===== src/rtl/core/srr_slot_ram.sv =====
// Generic single-clock RAM with one write port and one registered read port.
// The read data holds its value until the next read. No dependencies.
module srr_slot_ram #(
  parameter int DATA_W = 8,
  parameter int DEPTH  = 32
) (
  input  logic                       clk_i,
  input  logic                       we_i,
  input  logic [$clog2(DEPTH)-1:0]   waddr_i,
  input  logic [DATA_W-1:0]          wdata_i,
  input  logic                       re_i,
  input  logic [$clog2(DEPTH)-1:0]   raddr_i,
  output logic [DATA_W-1:0]          rdata_o
);

  logic [DATA_W-1:0] mem_q [DEPTH];
  logic [DATA_W-1:0] rdata_q;

  always_ff @(posedge clk_i) begin
    if (we_i) begin
      mem_q[waddr_i] <= wdata_i;
    end
  end

  always_ff @(posedge clk_i) begin
    if (re_i) begin
      rdata_q <= mem_q[raddr_i];
    end
  end

  assign rdata_o = rdata_q;

endmodule


===== config.mk =====
export PLATFORM = sky130hd
export DESIGN_NAME = srr_slot_ram
export DESIGN_NICKNAME = d
export VERILOG_FILES = /design/src/rtl/core/srr_slot_ram.sv
export SDC_FILE = /design/constraint.sdc
export NUM_CORES = 1
export LEC_CHECK = 0
export BUFFER_PORTS_ARGS = -buffer_cell sky130_fd_sc_hd__buf_2
export CAP_MARGIN = 40
export CORE_MARGIN = 10
export CORE_UTILIZATION = 50
export CTS_BUF_LIST = sky130_fd_sc_hd__clkbuf_16
export CTS_CLUSTER_DIAMETER = 30
export DETAILED_ROUTE_END_ITERATION = 8
export PLACE_DENSITY = 0.66
export SYNTH_ARGS = -nofsm -noshare
export SYNTH_HDL_FRONTEND = slang
export SYNTH_SLANG_ARGS = --single-unit

===== constraint.sdc =====
create_clock -name clk_i -period 8 [get_ports clk_i]
set_clock_uncertainty 0.1 [all_clocks]
set_input_delay 1.6 -clock clk_i [delete_from_list [all_inputs] [get_ports clk_i]]
set_output_delay 1.6 -clock clk_i [all_outputs]
set_load 0.01 [all_outputs]

; Word level (Yosys, flattened, before mapping)
; Memory sizes are Yosys's and may differ from the RTL's. A register that Yosys moved wholly into a read port is not among the register bits.
; Cells that the tools add are included.
[totals]
n_memories = 1
word_cells = 3
ram_bits = 256
ff_bits = 0
inputBits = 21
[memory_table]
columns = memory, words, width, read_ports, rd_clocked_by_memory_dff, wr, line_no
row1 = mem_q, 32, 8, 1, 1, 1, 16  ; logic [DATA_W-1:0] mem_q [DEPTH];
[classes]
mux = 2
[op_table]
columns = cell, count
row1 = $mux W1, 2

; Longest topological paths before layout
; Gate-level depths: netlist of run 1.
[depth]
word_depth = 2
mapped_depth = 5

; Worst setup path before layout of run 1
; No wires, ideal clock.
[synth_timing]
path_type = input -> register
start = input port raddr_i[2]
end = register rdata_q[0], in the netlist rdata_o[0], read port of mem_q (data pin)
setup_ns = 0.260
setup_slack_ns = 4.358
arrival_ns = 3.282
path_stages = 5
path_buffers = 2
cell_sequence = clkbuf_1 -> clkbuf_1 -> mux4_2 -> mux4_2 -> mux2_2
[synth_lines]
columns = element, line_no
row1 = "start, declared", 12  ; input logic [$clog2(DEPTH)-1:0] raddr_i,
row2 = "end, declared", 17  ; logic [DATA_W-1:0] rdata_q;

==> impl_summary.txt, run 1 <==
----------------------------------------------------
[Status]
  Run status ... complete, no violations

[Power]
  Max VDD drop ... between 0.15 and 0.2 mV
  Switching power total ... between 600 and 700 uW
  Switching Fraction ... between 20% and 30%
  Combinational Power Share ... approximately 4.2%
  Power share of the clock group ... between 40% and 50%
  Total power divided by cell area ... roughly 280 mW/mm^2
  Cell Int Power ... 2.70 mW
  Leakage ... 3.83 nW
  Sequential cell fraction of total power ... ~46%

[Clock network]
  Clock buffer count from CTS ... 39
  Clock sink count ... 264
  Number of buffers on the longest clock path ... 3
  Clock slew at the register clock pins of the worst setup and hold paths ... roughly 0.050 ns
  Post-CTS Hold Fix Bufs ... 0
  Clock Latency Late Sink ... between 0.5 and 0.6 ns
  Clock H-tree levels ... 2
  Total setup buffers inserted after CTS ... 0
  CTS tree ... built
  Clock root buffer ... clkbuf_16
  Resized Gates After CTS ... 0

[Synthesis]
  Largest cells by area after synthesis ... edfxtp_1 (78%), mux4_2 (18%), nor2_1 (1.2%), mux2_2 (0.89%), buf_4 (0.44%)
  Post-synth design cell area ... slightly above 0.01 mm^2
  Most instantiated library cell after synthesis ... edfxtp_1
  Share of synthesized registers carrying an async set or reset ... 0%
  Share of cell area taken by muxes after synthesis ... approximately a fifth
  Synth Net Count ... between 400 and 500
  Proportion of netlist area held by the largest area contributor ... between 70% and 80%
  Synthesized-area fraction occupied by ao, oa, aoi and oai cells ... 0%
  Syn Inst Count ... roughly 420
  Sequential cell area fraction in the yosys report ... between 70% and 80%
  Post-synth top area cell ... edfxtp_1
  Largest family of logic cells by synthesized area ... multiplexers
  Cell types with the highest counts after synthesis ... edfxtp_1 (264), mux4_2 (80), nor2_1 (33)
  Synthesized-area fraction occupied by adder cells ... 0%
  Number of flops mapped to enable cells by yosys ... roughly 260
  Flop and latch count out of synthesis ... 264
  Synthesized area per cell ... roughly 24 um^2
  Post-synthesis xor/xnor area fraction ... 0%
  Simple-gate share of the synthesized area ... 2.05%
  Number of warning messages in the yosys log ... 0
  Count of unique library cells instantiated by Yosys ... 14
  Post-synth top flop ... edfxtp_1

[Global routing]
  Met3 Resource Use GR ... 4.30%
  Number of global-route vias before repair ... around 4700
  Met2 Usage GRT ... between 20% and 30%
  Pin count of the biggest net entering global routing ... 53
  Global route hottest layer ... met2
  Total GRT Usage ... ~16%
  Met1 Track Usage GR ... approximately a quarter
  Wire length of the first global-routing pass ... 31.7 mm
  Initial antenna violation count ... 0
  Remaining Overflow, GRT ... 0

[Detailed routing]
  Detailed-route vias per instance ... approximately 6.0
  Vias post-DR ... approximately 4700
  Average detailed-routed wire length per instance ... between 20 and 30 um
  Antenna Nets Post-Route ... 0
  Routed wire length ... around 21 mm
  Detailed Routing Iterations Pass 1 ... 5
  Initial DRC Count ... a little under 400
  DRC violations left ... 0

[Critical path]
  Startpoint of the worst-slack reg-to-reg timing path ... mem_q[13][0]
  Capturing point of the worst reg2reg path ... rdata_o[0]
  Startpoint of the most critical setup path ... raddr_i[0]
  Kind of end point of the critical path ... flop
  Worst setup path endpoint ... rdata_o[0]
  Worst reg-to-reg path cell count ... 3
  Required time of the critical path ... slightly above 8 ns
  Critical path start-end classification ... input port to flop
  Data arrival time at the worst-slack endpoint ... roughly 4.2 ns
  Worst Path Max Fanout ... 35
  Startpoint types ... input port
  Flop-to-flop setup slack ... around 5.9 ns

[STA]
  Crit share post-route ... between 50% and 60%
  RSZ-0062 raised after global routing ... false
  Worst hold slack after final layout ... between 0.8 and 0.9 ns
  Final Max Tran Viols ... 0
  Total of endpoints with negative setup slack in the final report ... 0
  Max-slew headroom at the worst pin ... between 30% and 40%
  Worst-margin pin slew ... 0.899 ns
  Hold Violations, Final ... 0
  Fmax ... about 0.25 GHz
  Min setup slack post-route ... roughly 3.9 ns
  Setup TNS ... 0 ns
  Clock period minus final worst setup slack ... between 4 and 5 ns

[Flow run]
  Max-capacitance violation count ... 0

[Placement]
  Count of input and output buffers ... 28
  Worst Setup Slack post-DPL ... 3.32 ns
  Final estimated routing congestion in global placement ... 0.778
  Half-perimeter wire length after detailed placement ... 13.1 mm

[Floorplan]
  Area of the die ... 0.0264 mm^2
  Std-Cell Core Area ... 0.0201 mm^2
  Row count ... 52
  Initial Utilization ... 50.4%
  Floorplan die height ... between 150 and 200 um
  Die Span X ... between 150 and 200 um
  Boundary Pins ... 29

[Layout]
  Filler cell count in the final layout ... about 1400
  Net count of the finished layout ... a little over 500
  Final antenna diode count ... 0
  Area growth syn-to-layout ... 18.2%
  Proportion of layout cells with a drive suffix above 1 ... between 30 and 40%
  Layout Utilization ... between 50% and 60%

[Min path]
  Class of the tightest hold or removal check ... flop to flop

----------------------------------------------------
## power by group through the flow
stage | registers, mW | logic [mW] | clock network (mW)
CTS | 1.55 | 0.145 | 1.71
global route | 1.55 | 0.152 | 1.78
finish | 1.55 | 0.142 | 1.68
global placement | 1.58 | 0.138 | 0
floorplan | 1.58 | 0.0820 | 0
detailed placement | 1.58 | 0.144 | 0
## cells by family after synthesis
logic type	after synthesis
buffers and inverters	20
muxes	88
and+or+nand+nor	45
DFF	264
## critical path, stage by stage
cell    delay (ns)
buf_4         0.53
buf_4         0.63
mux4_2        0.60
mux4_2        0.54
mux2_2        0.30
## per-stage QoR
step,total power [mW],instances,cell area [um^2]
2_1_floorplan,1.66,417,10100
3_3_place_gp,1.72,697,10500
3_5_place_dp,1.72,710,10600
4_1_cts,3.40,779,12000
5_1_grt,3.48,780,12000
6_report,3.38,780,12000
## placed cells by master, fill, tap and decap left out
cell,synthesis,final
buf_16,0,1
buf_2,1,27
buf_4,6,15
buf_6,1,1
bufinv_16,0,5
clkbuf_16,0,41
clkinv_1,0,4
clkinv_2,0,6
clkinv_4,0,4
clkinvlp_4,0,4
edfxtp_1,264,264
inv_1,0,2
inv_6,0,1
inv_8,0,2
mux2_2,8,8
mux4_2,80,80
nand2_1,1,1
nand3_1,2,2
nand3b_1,5,5
nor2_1,33,33
or3_1,1,1
or3b_2,3,3
## registers in the layout, summed over array words and instances, names as in the netlist
name and cells:
mem_q 256, rdata_o 8
## per-layer routing
layer	vias to the layer above	share of wire, %	routed length, um
li1	1933	-	-
met1	2474	41	8670
met2	204	48	10000
met3	41	8.5	1780
met4	0	2.5	517
met5	-	0	0
## worst min-delay path by stage
stage	from	to	slack (ns)	depth (start not counted)
global route	mem_q[18][3]	rdata_o[3]	0.90	3
global placement	mem_q[18][0]	rdata_o[0]	0.86	3
finish	mem_q[18][3]	rdata_o[3]	0.88	3
CTS	mem_q[18][3]	rdata_o[3]	0.88	3
floorplan	mem_q[12][0]	rdata_o[0]	0.84	3
detailed placement	mem_q[18][7]	rdata_o[7]	0.87	3
## cell type report
class                   instances  area, um^2  share of cell area, %
flip-flops and latches        264        7930                   66.2
multi-input cells             133        2100                   17.5
clock buffers                  41        1030                   8.57
well taps                     270         338                   2.82
clock inverters                28         299                   2.50
repair buffers                 44         287                   2.39
No activity file was read; power rests on OpenSTA's default activity.
==> run 2: changes to the inputs <==
clock period = 4 ns   (was 8 ns; I/O delays follow)
==> run 2 against run 1 <==
Net effect:
- global-route usage up 0.35 points
- sequential power up 100%
- non-clock buffer count down 9
- wire length up 3.5%
- core utilization up 1.1 points
- register-to-register slack worse by 4.0 ns
- largest cell class unchanged
- clock power up 130%
- via count down 0.37%
- final area up 1.8%
- die area unchanged
- critical path depth unchanged
==> impl_summary.txt, run 2 (same netlist as run 1, synthesis figures left out) <==
----------------------------------------------------
[Global routing]
  Wire length of the first global-routing pass ... 32.5 mm (+2.7%)
  Pin count of the biggest net entering global routing ... 65 (+23%)
  Total GRT Usage ... 16.8% (+0.35 points)
  Initial antenna violation count ... 0 (unchanged)
  Number of global-route vias before repair ... 4903 (+3.7%)
  Remaining Overflow, GRT ... 0 (unchanged)

[Placement]
  Count of input and output buffers ... 28 (unchanged)
  Half-perimeter wire length after detailed placement ... 13.1 mm (+0.25%)
  Final estimated routing congestion in global placement ... 0.764 (-1.7%)

[Floorplan]
  Floorplan die height ... 162 um (unchanged)
  Area of the die ... 0.0264 mm^2 (unchanged)
  Boundary Pins ... 29 (unchanged)
  Initial Utilization ... 50.4% (unchanged)
  Die Span X ... 162 um (unchanged)
  Row count ... 52 (unchanged)
  Std-Cell Core Area ... 0.0201 mm^2 (unchanged)

[Min path]
  Class of the tightest hold or removal check ... input port to flop
  Endpoint with the worst hold slack ... rdata_o[1]
  Hold depth ... 1 (-2)
  Startpoint of the most critical hold path ... re_i

[Layout]
  Final antenna diode count ... 0 (unchanged)
  Filler cell count in the final layout ... 1374 (-0.29%)
  Largest Register ... mem_q
  Net count of the finished layout ... 502 (-0.20%)
  Area growth syn-to-layout ... 20.3%
  Proportion of layout cells with a drive suffix above 1 ... 39.8% (+0.98 points)
  Most common library cell in the layout ignoring fill and taps ... edfxtp_1
  Commonest cells after routing, fill and taps aside ... edfxtp_1 (264), mux4_2 (80), clkbuf_16 (47)
  Largest register FFs ... 256 (unchanged)

[Clock network]
  Clock buffer count from CTS ... 47 (+21%)
  Clock H-tree levels ... 2 (unchanged)
  Resized Gates After CTS ... 0 (unchanged)
  Post-CTS Hold Fix Bufs ... 0 (unchanged)
  Total setup buffers inserted after CTS ... 0 (unchanged)
  Number of buffers on the longest clock path ... 3 (unchanged)
  Clock sink count ... 264 (unchanged)
  CTS tree ... built
  Clock slew at the register clock pins of the worst setup and hold paths ... 0.05 ns (about the same)
  Clock Latency Late Sink ... 0.55 ns (+0.04 ns)
  Clock root buffer ... clkbuf_16

[Power]
  Leakage ... 3.91 nW (+1.9%)
  Cell Int Power ... 5.73 mW (+110%)
  Switching power total ... 1.58 mW (+130%)
  Post-layout power ... 7.31 mW (+120%)
  Combinational Power Share ... 4.0% (-0.2 points)
  Power share of the clock group ... 53.5% (+3.6 points)
  Switching Fraction ... 21.6% (+1.6 points)
  Total power divided by cell area ... 599 mW/mm^2 (+110%)
  Sequential cell fraction of total power ... 42.5% (-3.4 points)
  Max VDD drop ... 0.408 mV (+120%)

[Detailed routing]
  Detailed-route vias per instance ... 5.87 (-1.6%)
  Vias post-DR ... 4635 (-0.37%)
  Routed wire length ... 21.7 mm (+3.5%)
  Antenna Nets Post-Route ... 0 (unchanged)
  Detailed Routing Iterations Pass 1 ... 5 (unchanged)
  Average detailed-routed wire length per instance ... 27.5 um (+2.2%)
  Initial DRC Count ... 440 (+11%)
  DRC violations left ... 0 (unchanged)

[Critical path]
  Required time of the critical path ... 4.19 ns (-3.97 ns)
  Worst Path Max Fanout ... 17 (-51%)
  Startpoint types ... input port
  Flop-to-flop setup slack ... 1.92 ns (-4.01 ns)
  Capturing point of the worst reg2reg path ... rdata_o[4]
  Worst reg-to-reg path cell count ... 3 (unchanged)
  Critical path start-end classification ... input port to flop
  Startpoint of the worst-slack reg-to-reg timing path ... mem_q[23][4]
  Kind of end point of the critical path ... flop
  Data arrival time at the worst-slack endpoint ... 2.84 ns (-1.39 ns)

[STA]
  Fmax ... 0.377 GHz
  Final Max Tran Viols ... 0 (unchanged)
  Worst-margin pin slew ... 0.855 ns (-0.0438 ns)
  Crit share post-route ... 66.2%
  Setup TNS ... 0 ns (unchanged)
  Total of endpoints with negative setup slack in the final report ... 0 (unchanged)
  Clock period minus final worst setup slack ... 2.65 ns
  RSZ-0062 raised after global routing ... false
  Hold Violations, Final ... 0 (unchanged)
  Max-slew headroom at the worst pin ... 42.8% (+2.9 points)

[Status]
  Run status ... complete, no violations

[Flow run]
  Max-capacitance violation count ... 0 (unchanged)

----------------------------------------------------
## run 2: cell count changes in the layout (fill, tap and decap cells not counted), sizes merged
cell	before	now
buf	44	35
clkbuf	41	47
clkinvlp	4	9
inv	5	10
clkinv	14	17
## run 2: worst max-delay path: stages
cell	delay [ns]
buf_4	0.33
buf_4	0.35
mux4_2	0.55
mux4_2	0.52
mux2_2	0.28
## run 2: routing by layer
metal | track usage, % | wire, um | vias to the layer above
li1 | - | - | 1936
met1 | 24.0 | 9300 | 2475
met2 | 25.3 | 10500 | 188
met3 | 3.87 | 1420 | 36
met4 | 5.38 | 472 | 0
met5 | 0 | 0 | -
## run 2: power groups by stage
stage / combinational [mW] / sequential, mW / clock [mW]
after CTS: 0.297 / 3.11 / 3.95
after global routing: 0.312 / 3.11 / 4.10
after detailed placement: 0.295 / 3.16 / 0
after floorplan: 0.164 / 3.16 / 0
final: 0.292 / 3.11 / 3.91
after global placement: 0.290 / 3.16 / 0
## run 2: worst max path at each step
stage / from / endpoint / slack, ns / depth (start not counted)
6_report: raddr_i[0] / rdata_o[3] / 1.35 / 5
2_1_floorplan: raddr_i[2] / rdata_o[0] / 1.16 / 5
5_1_grt: raddr_i[0] / rdata_o[3] / 1.24 / 5
3_3_place_gp: raddr_i[0] / rdata_o[4] / 0.78 / 5
3_5_place_dp: raddr_i[0] / rdata_o[3] / 0.76 / 5
4_1_cts: raddr_i[0] / rdata_o[3] / 1.31 / 5
## run 2: stage by stage
stage                     instances  cell area (um^2)  hold WS [ns]  setup WS, ns  utilization [%]
after detailed placement        702             10600         0.884         0.755             52.7
after floorplan                 417             10100         0.799          1.16                -
after global placement          699             10600         0.859         0.775             52.6
final                           790             12200         0.552          1.35             60.6
after CTS                       790             12200         0.546          1.31             60.6
after global routing            790             12200         0.535          1.24             60.6
## run 2: cell type report
type | instances | area, um^2 | share of cell area [%]
well taps | 270 | 338 | 2.77
multi-input cells | 133 | 2100 | 17.2
flip-flops and latches | 264 | 7930 | 65.0
repair buffers | 35 | 233 | 1.91
clock inverters | 41 | 419 | 3.44
clock buffers | 47 | 1180 | 9.65
